File: src/rtl/core/pps_pkg.sv
// ----------------------------------------------------------------------------
// pps_pkg
// Types and constants shared by the preemptive priority scheduler core.
// ----------------------------------------------------------------------------
`default_nettype none

package pps_pkg;

	localparam int MAX_PROCS = 16;
	localparam int SLOT_W    = (MAX_PROCS > 1) ? $clog2(MAX_PROCS) : 1;
	localparam int TIME_W    = 24;

	localparam logic [TIME_W-1:0] TIME_MAX = {TIME_W{1'b1}};

	localparam logic FUNC_LOAD = 1'b0;
	localparam logic FUNC_TICK = 1'b1;

	typedef struct packed {
		logic        func;
		logic [7:0]  proc_id;
		logic [15:0] arrival;
		logic [15:0] burst;
		logic [7:0]  prio;
	} item_t;

	typedef struct packed {
		logic              accepted;
		logic              idle;
		logic [7:0]        running_id;
		logic              finished;
		logic [7:0]        finished_id;
		logic [TIME_W-1:0] comp_time;
		logic [TIME_W-1:0] turnaround;
		logic [TIME_W-1:0] waiting;
	} result_t;

	typedef struct packed {
		logic [7:0]  proc_id;
		logic [15:0] arrival;
		logic [15:0] burst;
		logic [15:0] remaining;
		logic [7:0]  prio;
		logic [7:0]  order;
	} slot_t;

	typedef struct packed {
		logic capture;
		logic scan_run;
		logic prep;
		logic commit;
	} ctl_cmd_t;

	typedef struct packed {
		logic scan_last;
		logic out_free;
	} ctl_stat_t;

	typedef enum logic [2:0] {
		ST_IDLE,
		ST_SCAN,
		ST_FLUSH,
		ST_PREP,
		ST_COMMIT
	} state_t;

endpackage

`default_nettype wire

File: src/rtl/core/preemptive_priority_scheduler_core.sv
// ----------------------------------------------------------------------------
// preemptive_priority_scheduler_core
// Preemptive priority scheduler over a table of loaded processes.
// ----------------------------------------------------------------------------
// Each transaction is a load or a tick and yields exactly one result. A load
// stores the process in the lowest free slot, if there is one. A tick scans
// the table one slot per cycle through the single read port of the slot
// memory, keeping the best arrived candidate (smallest priority, then earliest
// arrival, then earliest load). Either waits before its commit while the
// previous result sits unread in the output register. A new transaction is
// taken while a result still waits to be read.
`default_nettype none

module preemptive_priority_scheduler_core (
	input  wire                clk,
	input  wire                arst_n,
	input  wire                item_valid,
	output logic               item_stall,
	input  pps_pkg::item_t     item,
	output logic               result_valid,
	input  wire                result_stall,
	output pps_pkg::result_t   result
);
	import pps_pkg::*;

	ctl_cmd_t  cmd;
	ctl_stat_t stat;

	pps_ctrl u_ctrl (
		.clk        (clk),
		.arst_n     (arst_n),
		.item_valid (item_valid),
		.item_func  (item.func),
		.stat       (stat),
		.item_stall (item_stall),
		.cmd        (cmd)
	);

	pps_datapath u_datapath (
		.clk          (clk),
		.arst_n       (arst_n),
		.item         (item),
		.cmd          (cmd),
		.result_stall (result_stall),
		.stat         (stat),
		.result_valid (result_valid),
		.result       (result)
	);

endmodule

`default_nettype wire

File: src/rtl/core/pps_ctrl.sv
// ----------------------------------------------------------------------------
// pps_ctrl
// Sequencer for the scheduler: takes a transaction, runs the slot scan for a
// tick, waits for the result register and commits the update.
// ----------------------------------------------------------------------------
`default_nettype none

module pps_ctrl (
	input  wire                  clk,
	input  wire                  arst_n,
	input  wire                  item_valid,
	input  wire                  item_func,
	input  pps_pkg::ctl_stat_t   stat,
	output logic                 item_stall,
	output pps_pkg::ctl_cmd_t    cmd
);
	import pps_pkg::*;

	state_t state_q;
	state_t state_d;

	always_ff @(posedge clk or negedge arst_n) begin
		if (!arst_n) begin
			state_q <= ST_IDLE;
		end else begin
			state_q <= state_d;
		end
	end

	always_comb begin
		state_d    = state_q;
		cmd        = '0;
		item_stall = 1'b1;
		unique case (state_q)
			ST_IDLE: begin
				item_stall = 1'b0;
				if (item_valid) begin
					cmd.capture = 1'b1;
					state_d     = (item_func == FUNC_TICK) ? ST_SCAN : ST_PREP;
				end
			end
			ST_SCAN: begin
				cmd.scan_run = 1'b1;
				if (stat.scan_last) begin
					state_d = ST_FLUSH;
				end
			end
			ST_FLUSH: begin
				state_d = ST_PREP;
			end
			ST_PREP: begin
				cmd.prep = 1'b1;
				if (stat.out_free) begin
					state_d = ST_COMMIT;
				end
			end
			ST_COMMIT: begin
				cmd.commit = 1'b1;
				state_d    = ST_IDLE;
			end
			default: begin
				state_d = ST_IDLE;
			end
		endcase
	end

endmodule

`default_nettype wire

File: src/rtl/core/pps_datapath.sv
// ----------------------------------------------------------------------------
// pps_datapath
// Process table, slot scan with running best, time and load counters, and
// the result register.
// ----------------------------------------------------------------------------
`default_nettype none

module pps_datapath (
	input  wire                  clk,
	input  wire                  arst_n,
	input  pps_pkg::item_t       item,
	input  pps_pkg::ctl_cmd_t    cmd,
	input  wire                  result_stall,
	output pps_pkg::ctl_stat_t   stat,
	output logic                 result_valid,
	output pps_pkg::result_t     result
);
	import pps_pkg::*;

	slot_t              mem [MAX_PROCS];
	logic [MAX_PROCS-1:0] valid_q;

	item_t              item_q;
	logic [SLOT_W-1:0]  scan_idx_q;
	logic               rd_vld_s1;
	logic               rd_slot_vld_s1;
	logic [SLOT_W-1:0]  rd_idx_s1;
	slot_t              rd_s1;

	logic               best_vld_q;
	logic [SLOT_W-1:0]  best_idx_q;
	slot_t              best_q;

	logic [TIME_W-1:0]  time_q;
	logic [TIME_W-1:0]  comp_q;
	logic [16:0]        ab_q;
	logic [7:0]         load_cnt_q;

	logic               out_valid_q;
	result_t            out_q;
	result_t            res;

	logic               free_found;
	logic [SLOT_W-1:0]  free_idx;
	logic               eligible;
	logic               take;
	logic               is_tick;
	logic               done;
	logic               we;
	logic [SLOT_W-1:0]  waddr;
	slot_t              wdata;

	function automatic logic beats(input slot_t a, input slot_t b);
		logic r;
		if (a.prio != b.prio) begin
			r = a.prio < b.prio;
		end else if (a.arrival != b.arrival) begin
			r = a.arrival < b.arrival;
		end else begin
			r = a.order < b.order;
		end
		return r;
	endfunction

	assign is_tick = (item_q.func == FUNC_TICK);
	assign done    = (best_q.remaining <= 16'd1);

	always_comb begin
		free_found = 1'b0;
		free_idx   = '0;
		for (int i = MAX_PROCS - 1; i >= 0; i--) begin
			if (!valid_q[i]) begin
				free_found = 1'b1;
				free_idx   = SLOT_W'(i);
			end
		end
	end

	assign eligible = rd_vld_s1 && rd_slot_vld_s1
		&& ({8'd0, rd_s1.arrival} <= time_q);
	assign take = eligible && (!best_vld_q || beats(rd_s1, best_q));

	// table write port
	always_comb begin
		we    = 1'b0;
		waddr = free_idx;
		wdata = '0;
		if (cmd.commit) begin
			if (is_tick) begin
				waddr           = best_idx_q;
				wdata           = best_q;
				wdata.remaining = best_q.remaining - 16'd1;
				we              = best_vld_q && !done;
			end else begin
				waddr           = free_idx;
				wdata.proc_id   = item_q.proc_id;
				wdata.arrival   = item_q.arrival;
				wdata.burst     = item_q.burst;
				wdata.remaining = item_q.burst;
				wdata.prio      = item_q.prio;
				wdata.order     = load_cnt_q;
				we              = free_found;
			end
		end
	end

	always_ff @(posedge clk) begin
		if (we) begin
			mem[waddr] <= wdata;
		end
		rd_s1 <= mem[scan_idx_q];
	end

	// result of the transaction in progress
	always_comb begin
		res          = '0;
		res.accepted = is_tick || free_found;
		if (is_tick) begin
			if (!best_vld_q) begin
				res.idle = 1'b1;
			end else begin
				res.running_id = best_q.proc_id;
				if (done) begin
					res.finished    = 1'b1;
					res.finished_id = best_q.proc_id;
					res.comp_time   = comp_q;
					res.turnaround  = comp_q - {8'd0, best_q.arrival};
					res.waiting     = (comp_q > {7'd0, ab_q})
						? comp_q - {7'd0, ab_q} : '0;
				end
			end
		end
	end

	always_ff @(posedge clk) begin
		if (cmd.capture) begin
			item_q <= item;
		end
		rd_idx_s1 <= scan_idx_q;
		if (take) begin
			best_idx_q <= rd_idx_s1;
			best_q     <= rd_s1;
		end
		if (cmd.prep) begin
			comp_q <= (time_q < TIME_MAX) ? time_q + 1'b1 : TIME_MAX;
			ab_q   <= {1'b0, best_q.arrival} + {1'b0, best_q.burst};
		end
		if (cmd.commit) begin
			out_q <= res;
		end
	end

	always_ff @(posedge clk or negedge arst_n) begin
		if (!arst_n) begin
			valid_q        <= '0;
			scan_idx_q     <= '0;
			rd_vld_s1      <= 1'b0;
			rd_slot_vld_s1 <= 1'b0;
			best_vld_q     <= 1'b0;
			time_q         <= '0;
			load_cnt_q     <= '0;
			out_valid_q    <= 1'b0;
		end else begin
			rd_vld_s1      <= cmd.scan_run;
			rd_slot_vld_s1 <= valid_q[scan_idx_q];
			if (cmd.capture) begin
				scan_idx_q <= '0;
				best_vld_q <= 1'b0;
			end else begin
				if (cmd.scan_run) begin
					scan_idx_q <= scan_idx_q + 1'b1;
				end
				if (take) begin
					best_vld_q <= 1'b1;
				end
			end
			if (cmd.commit) begin
				out_valid_q <= 1'b1;
				if (is_tick) begin
					time_q <= comp_q;
					if (best_vld_q && done) begin
						valid_q[best_idx_q] <= 1'b0;
					end
				end else if (free_found) begin
					valid_q[free_idx] <= 1'b1;
					load_cnt_q        <= load_cnt_q + 8'd1;
				end
			end else if (!result_stall) begin
				out_valid_q <= 1'b0;
			end
		end
	end

	assign stat.scan_last = (scan_idx_q == SLOT_W'(MAX_PROCS - 1));
	assign stat.out_free  = !out_valid_q || !result_stall;
	assign result_valid   = out_valid_q;
	assign result         = out_q;

`ifndef SYNTHESIS
	a_commit_empty: assert property (@(posedge clk) disable iff (!arst_n)
		cmd.commit |-> !out_valid_q)
		else $error("result register overwritten");
	a_winner_live: assert property (@(posedge clk) disable iff (!arst_n)
		cmd.commit && is_tick && best_vld_q |-> valid_q[best_idx_q])
		else $error("winner slot not occupied");
	a_time_mono: assert property (@(posedge clk) disable iff (!arst_n)
		1'b1 |=> time_q >= $past(time_q))
		else $error("time went backward");
	a_cnt_commit: assert property (@(posedge clk) disable iff (!arst_n)
		!$stable(load_cnt_q) |-> $past(cmd.commit))
		else $error("load counter moved outside commit");
`endif

endmodule

`default_nettype wire
File: config.mk
export PLATFORM = sky130hd
export DESIGN_NAME = preemptive_priority_scheduler_core
export DESIGN_NICKNAME = d
export VERILOG_FILES = /design/src/rtl/core/pps_pkg.sv /design/src/rtl/core/preemptive_priority_scheduler_core.sv /design/src/rtl/core/pps_ctrl.sv /design/src/rtl/core/pps_datapath.sv
export SDC_FILE = /design/constraint.sdc
export NUM_CORES = 2
export LEC_CHECK = 0
export BUFFER_PORTS_ARGS = -buffer_cell sky130_fd_sc_hd__buf_2
export CAP_MARGIN = 20
export CORE_AREA = 4 4 375 377
export DETAILED_ROUTE_END_ITERATION = 8
export DIE_AREA = 0 0 379 381
export GPL_TIMING_DRIVEN = 0
export HOLD_SLACK_MARGIN = 0.15
export SKIP_LAST_GASP = 1
export SYNTH_ARGS = -nofsm -noshare
export SYNTH_HDL_FRONTEND = slang
export SYNTH_HIERARCHICAL = 1
export SYNTH_SLANG_ARGS = --single-unit
File: constraint.sdc
create_clock -name clk -period 9.19 [get_ports clk]
set_input_delay 1.3785 -clock clk [delete_from_list [all_inputs] [get_ports clk]]
set_output_delay 1.3785 -clock clk [all_outputs]
set_load 0.005 [all_outputs]
# Yosys cells after proc, flatten, opt, wreduce, memory -nomap -nowiden

Memories as Yosys holds them, arrays and structs flattened. A register that Yosys moved wholly into a read port is not among the register bits.
Index checks and enable logic that the tools add are counted.

Flip-flop bits (word level): 320
Memory bits (writable): 1152
Memories: 1

Add/sub/neg operators: 7
Magnitude comparators: 12
Equality and inequality tests: 12
Multiplexer cells: 71
Bitwise logic cells: 4
Reductions and logical operators: 25

Memory list:

| memory         | depth | bits a word | rd ports | clocked after memory_dff | write ports | line               | source |
|---|---|---|---|---|---|---|---|
| u_datapath.mem | 16    | 72          | 1        | 1                        | 1           | pps_datapath.sv:20 | `slot_t mem [MAX_PROCS];` |

Operators with widths:

| operator                                                   | number |
|---|---|
| 2-to-1 mux 72 bit                                          | 2 |
| 2-to-1 mux 81 bit                                          | 1 |
| 2-to-1 mux 4 bit                                           | 20 |
| 2-to-1 mux 16 bit                                          | 3 |
| 2-to-1 mux 1 bit                                           | 36 |
| adder 24 x 1 -> 24 bit, second input constant              | 1 |
| greater-than comparator 24 x 17 -> 1 bit                   | 1 |
| <= comparator 16 x 24 -> 1 bit                             | 1 |
| less-than comparator 24 bit, second input constant         | 1 |
| 2-to-1 mux 24 bit                                          | 1 |
| subtractor 24 x 16 -> 24 bit                               | 1 |
| subtractor 24 x 17 -> 24 bit                               | 1 |
| adder 16 x 16 -> 17 bit                                    | 1 |
| bitwise AND 16 bit                                         | 1 |
| <= comparator 16 x 1 -> 1 bit, second input constant       | 1 |
| less-than comparator 16 bit                                | 1 |
| less-than comparator 8 bit                                 | 2 |
| inequality test 16 bit                                     | 1 |
| NOT 16 bit                                                 | 1 |
| bitwise OR 16 bit                                          | 1 |
| subtractor 16 x 1 -> 16 bit, second input constant         | 1 |
| less-than comparator 4 x 5 -> 1 bit, second input constant | 3 |
| one-hot mux 3 bit (4 select lines)                         | 1 |
| AND reduction 3 bit                                        | 4 |
| other kinds (22)                                           | 44 |

# Longest topological paths before layout

Word-level depth: 23
Mapped depth: 12
Depth with buffers taken out: 11

# Hierarchy

Netlist, hierarchy kept.

By module, submodules not included:

| module       | times used | cells each | area each (sq um) | sequential area each (sq um) |
|---|---|---|---|---|
| pps_datapath | 1          | 3140       | 61196.2           | 45233.4 |
| pps_ctrl     | 1          | 20         | 167.7             | 75.1 |

# Worst setup path before layout

No wires, ideal clock.

Path type: reg2reg
Start point: register u_ctrl.state_q[1]
End point: memory u_datapath/mem[14][0] in the netlist's numbering (enable)
Library setup time: 0.503 ns
Arrival time: 5.960 ns
Required time: 8.687 ns
Slack: 2.727 ns
Stages on the path, launching flop included: 9
Period minus slack after synthesis: 6.463 ns
Path through: dfrtp_1 -> nor2_1 -> and2_2 -> nor3b_1 -> a21oi_1 -> a21oi_1 -> nor2b_1 -> nand2_1 -> nor2_1

RTL lines:

| what                     | line               | source |
|---|---|---|
| start: declaration       | pps_ctrl.sv:19     | `state_t state_q;` |
| start signal: assignment | pps_ctrl.sv:26     | `state_q <= state_d;` |
| end: declaration         | pps_datapath.sv:20 |  |

==> results.sh <==
export IMPL_status="finished clean"
export IMPL_nets=3728
export IMPL_report_final_slew_viol_count=0
export IMPL_finalCriticalPeriod_ps=4630
export IMPL_avgSynthCellArea_um2=19.4
export IMPL_pwr_share_seq_pct=43.1
export IMPL_antenna_found_initial=3
export IMPL_grt_ovfl_total=0
export IMPL_critPathCaptureType="flip-flop"
export IMPL_pwr_share_comb_pct=26.1
export IMPL_grt_max_degree=63
export IMPL_fmax_ghz=0.216
export IMPL_cts_htree_levels=4
export IMPL_grt_pass1_wl_um=222000
export IMPL_drt_iter0_markers=3304
export IMPL_dp_hpwl_um=103000
export IMPL_final_util_pct=52.3
export IMPL_root_buffer="clkbuf_16"
export IMPL_finalSetupViolCount=0
export IMPL_seq_area_frac_synth_pct=73.8
export IMPL_p_per_area_nw_per_um2=288
export IMPL_clk_path_buf_depth=3
export IMPL_synthTopCellsByArea="edfxtp_1 (69%), mux4_2 (13%), dfxtp_1 (2.5%), dfrtp_1 (2.4%), ha_1 (2.1%)"
export IMPL_syn_num_nets=3317
export IMPL_met1_usage_pct=30.5
export IMPL_gp_congestion=0.861
export IMPL_cap_violations=0
export IMPL_finalPower_uw=20700
export IMPL_critPathKind="flip-flop to flip-flop"
export IMPL_finalSetupTns_ps=0
export IMPL_period_share_pct=50.3
export IMPL_start_kind="flip-flop"
export IMPL_insertedDiodeCount=0
export IMPL_syn_to_final_growth_pct=16.9
export IMPL_hp_class="flip-flop to flip-flop"
export IMPL_cts_repair_resized=0
export IMPL_dieArea_um2=144000
export IMPL_initial_core_util_pct=44.7
export IMPL_drt_pass1_iter_count=6
export IMPL_hold_viol=0
export IMPL_setup_ws_ps=4560
export IMPL_via_count=31600
export IMPL_slew_headroom_pct=25.5
export IMPL_clkPwrFrac_pct=30.8
export IMPL_grt_pass1_vias=31700
export IMPL_hold_buffers=0
export IMPL_gr_usage_met2_pct=34.7
export IMPL_die_w_um=379
export IMPL_tightest_slew_ps=1120
export IMPL_die_h_um=381
export IMPL_clk_latency_ps=780
export IMPL_wire_per_inst_um=27.9
export IMPL_switching_share_pct=28.9
export IMPL_p_int_uw=14700
export IMPL_io_buffers=145
export IMPL_drc_errors=0
export IMPL_track_usage_pct=21.4
export IMPL_cts_setup_buffers=0
export IMPL_netlist_area_leader_share_pct=69.0
export IMPL_ys_warn_count=6
export IMPL_rows=136
export IMPL_synth_top_cell_by_area="edfxtp_1"
export IMPL_cts_sinks=1544
export IMPL_grt_busiest_layer="met2"
export IMPL_synth_edf_count=1409
export IMPL_rsz0062_at_grt="false"
export IMPL_skew_ps=28.6
export IMPL_synth_cell_type_count=70
export IMPL_post_place_ws_ps=4380
export IMPL_p_sw_uw=5970
export IMPL_p_leak_uw=0.0244
export IMPL_arrival_ps=5070
export IMPL_vdd_ir_drop_worst_mv=0.145
export IMPL_path_clk_slew_ps=60
export IMPL_async_flop_share_pct=3.82
export IMPL_layout_drive_gt1_share_pct=24.5
export IMPL_postRouteAntennaNets=0
export IMPL_synth_ff_latch_count=1544
export IMPL_netlist_area_um2=61400
export IMPL_cts_tree="built"
export IMPL_crit_required_ps=9640
export IMPL_wirelength_um=153000
export IMPL_io_pins=146
export IMPL_synth_cells=3160
export IMPL_cts_buffers=158
export IMPL_synth_flop_cell="edfxtp_1"
export IMPL_crit_path_max_fanout=34
export IMPL_use_met3_pct=3.43
export IMPL_core_area_um2=137000
export IMPL_vias_per_cell=5.75
[path summary, 6_finish.rpt]
| check | start | endpoint | slack [ps] | depth (start not counted) |
|---|---|---|---|---|
| worst max-delay path | u_ctrl/state_q[1] | u_datapath/mem[8][36] | 4560 | 10 |
| worst min-delay path | u_datapath/scan_idx_q[2] | u_datapath/rd_idx_s1[2] | 370 | 0 |
| max in group asynchronous | arst_n | u_datapath/load_cnt_q[3] | 7900 | 1 |
| min in group asynchronous | arst_n | u_ctrl/state_q[1] | 700 | 1 |
| worst min register to register | u_datapath/scan_idx_q[2] | u_datapath/rd_idx_s1[2] | 370 | 0 |
| worst max register to register | u_ctrl/state_q[1] | u_datapath/mem[8][36] | 4560 | 10 |
[cell families after synthesis]
kind of cell	share of synthesized area, %
flops	73.8
simple gates	4.17
mux	14.4
compound gates	2.95
buf+inv	1.37
fa+ha+maj	2.16
xor+xnor	1.14
[final cells by class]
type | count | area (um^2)
inverters | 90 | 338
multi-input cells | 1400 | 15400
plain buffers | 126 | 503
clock inverters | 65 | 624
flip-flops and latches | 1544 | 45300
repair buffers | 251 | 2790
clock buffers | 230 | 4570
well taps | 1794 | 2240
fillers | 10800 | 65400
[cell usage in the layout (no fill, tap or decap), types with 59 or more instances in the layout]
master	count
nor2b_1	75
nor2_1	99
dfxtp_1	76
clkbuf_16	167
edfxtp_1	1409
inv_1	89
dfrtp_1	59
mux4_2	365
ha_1	101
o21ai_0	80
nand2_1	133
clkbuf_1	128
buf_2	170
[flip-flops by register name, indices dropped and copies added (netlist names)]
signal / cells
u_ctrl/state_q: 3
u_datapath/ab_q: 17
u_datapath/best_idx_q: 4
u_datapath/best_q: 72
u_datapath/best_vld_q: 1
u_datapath/comp_q: 24
u_datapath/is_tick: 1
u_datapath/item_q: 48
u_datapath/load_cnt_q: 8
u_datapath/mem: 1152
u_datapath/rd_idx_s1: 4
u_datapath/rd_s1: 72
u_datapath/rd_slot_vld_s1: 1
u_datapath/rd_vld_s1: 1
u_datapath/result: 91
u_datapath/result_valid: 1
u_datapath/scan_idx_q: 4
u_datapath/time_q: 24
u_datapath/valid_q: 16
[cells in the mapped netlist (3+ instances only)]
master / instances
nand2_1: 133
nand4_1: 17
dfrtp_1: 59
a21boi_0: 5
a21o_1: 20
and3_1: 26
nor2_1: 117
a31oi_1: 16
nor2b_1: 75
o21ai_0: 80
xor2_1: 32
clkbuf_1: 80
or3_1: 4
dfxtp_1: 76
and4_1: 4
nor3_1: 22
nand3b_1: 4
o31ai_1: 5
a211oi_1: 8
fa_1: 3
mux2i_1: 58
nand2b_1: 19
o211ai_1: 7
and2_1: 32
o21ai_1: 16
xnor2_1: 48
edfxtp_1: 1409
ha_1: 101
o21a_1: 17
buf_2: 24
o31a_1: 4
nor4_1: 14
or2_2: 4
mux4_2: 365
o211a_1: 13
buf_1: 22
a221oi_1: 5
a21oi_1: 59
nand3_1: 25
inv_1: 89
o21bai_1: 6
[worst max-delay path: stages (launching register included)]
cell,delay [ps]
dfrtp_1,450
nor2_1,200
and2_4,490
and2_0,330
clkbuf_1,470
buf_1,570
a21oi_1,460
nor2_4,620
buf_16,240
buf_12,200
buf_12,210
[routing by layer]
layer | wire (um) | vias up
met3 | 10600 | 208
met1 | 64900 | 16600
met2 | 74500 | 1250
met4 | 3310 | 4
li1 | - | 13600
met5 | 30 | -
[power groups by stage]
stage	clock (uW)	sequential, uW	combinational [uW]
floorplan	0	8870	3670
global placement	0	9110	5120
detailed placement	0	9050	5380
CTS	6500	8910	5400
global route	6810	8950	5860
finish	6370	8910	5400
[stage by stage]
stage | std cells | hold WS, ps | instance area, um^2
floorplan | 3160 | 345 | 61400
global route | 5500 | 382 | 71700
global placement | 5099 | 354 | 64300
detailed placement | 5192 | 364 | 66400
CTS | 5487 | 370 | 71600
finish | 5500 | 373 | 71700
No activity file was read; power rests on OpenSTA's default activity.
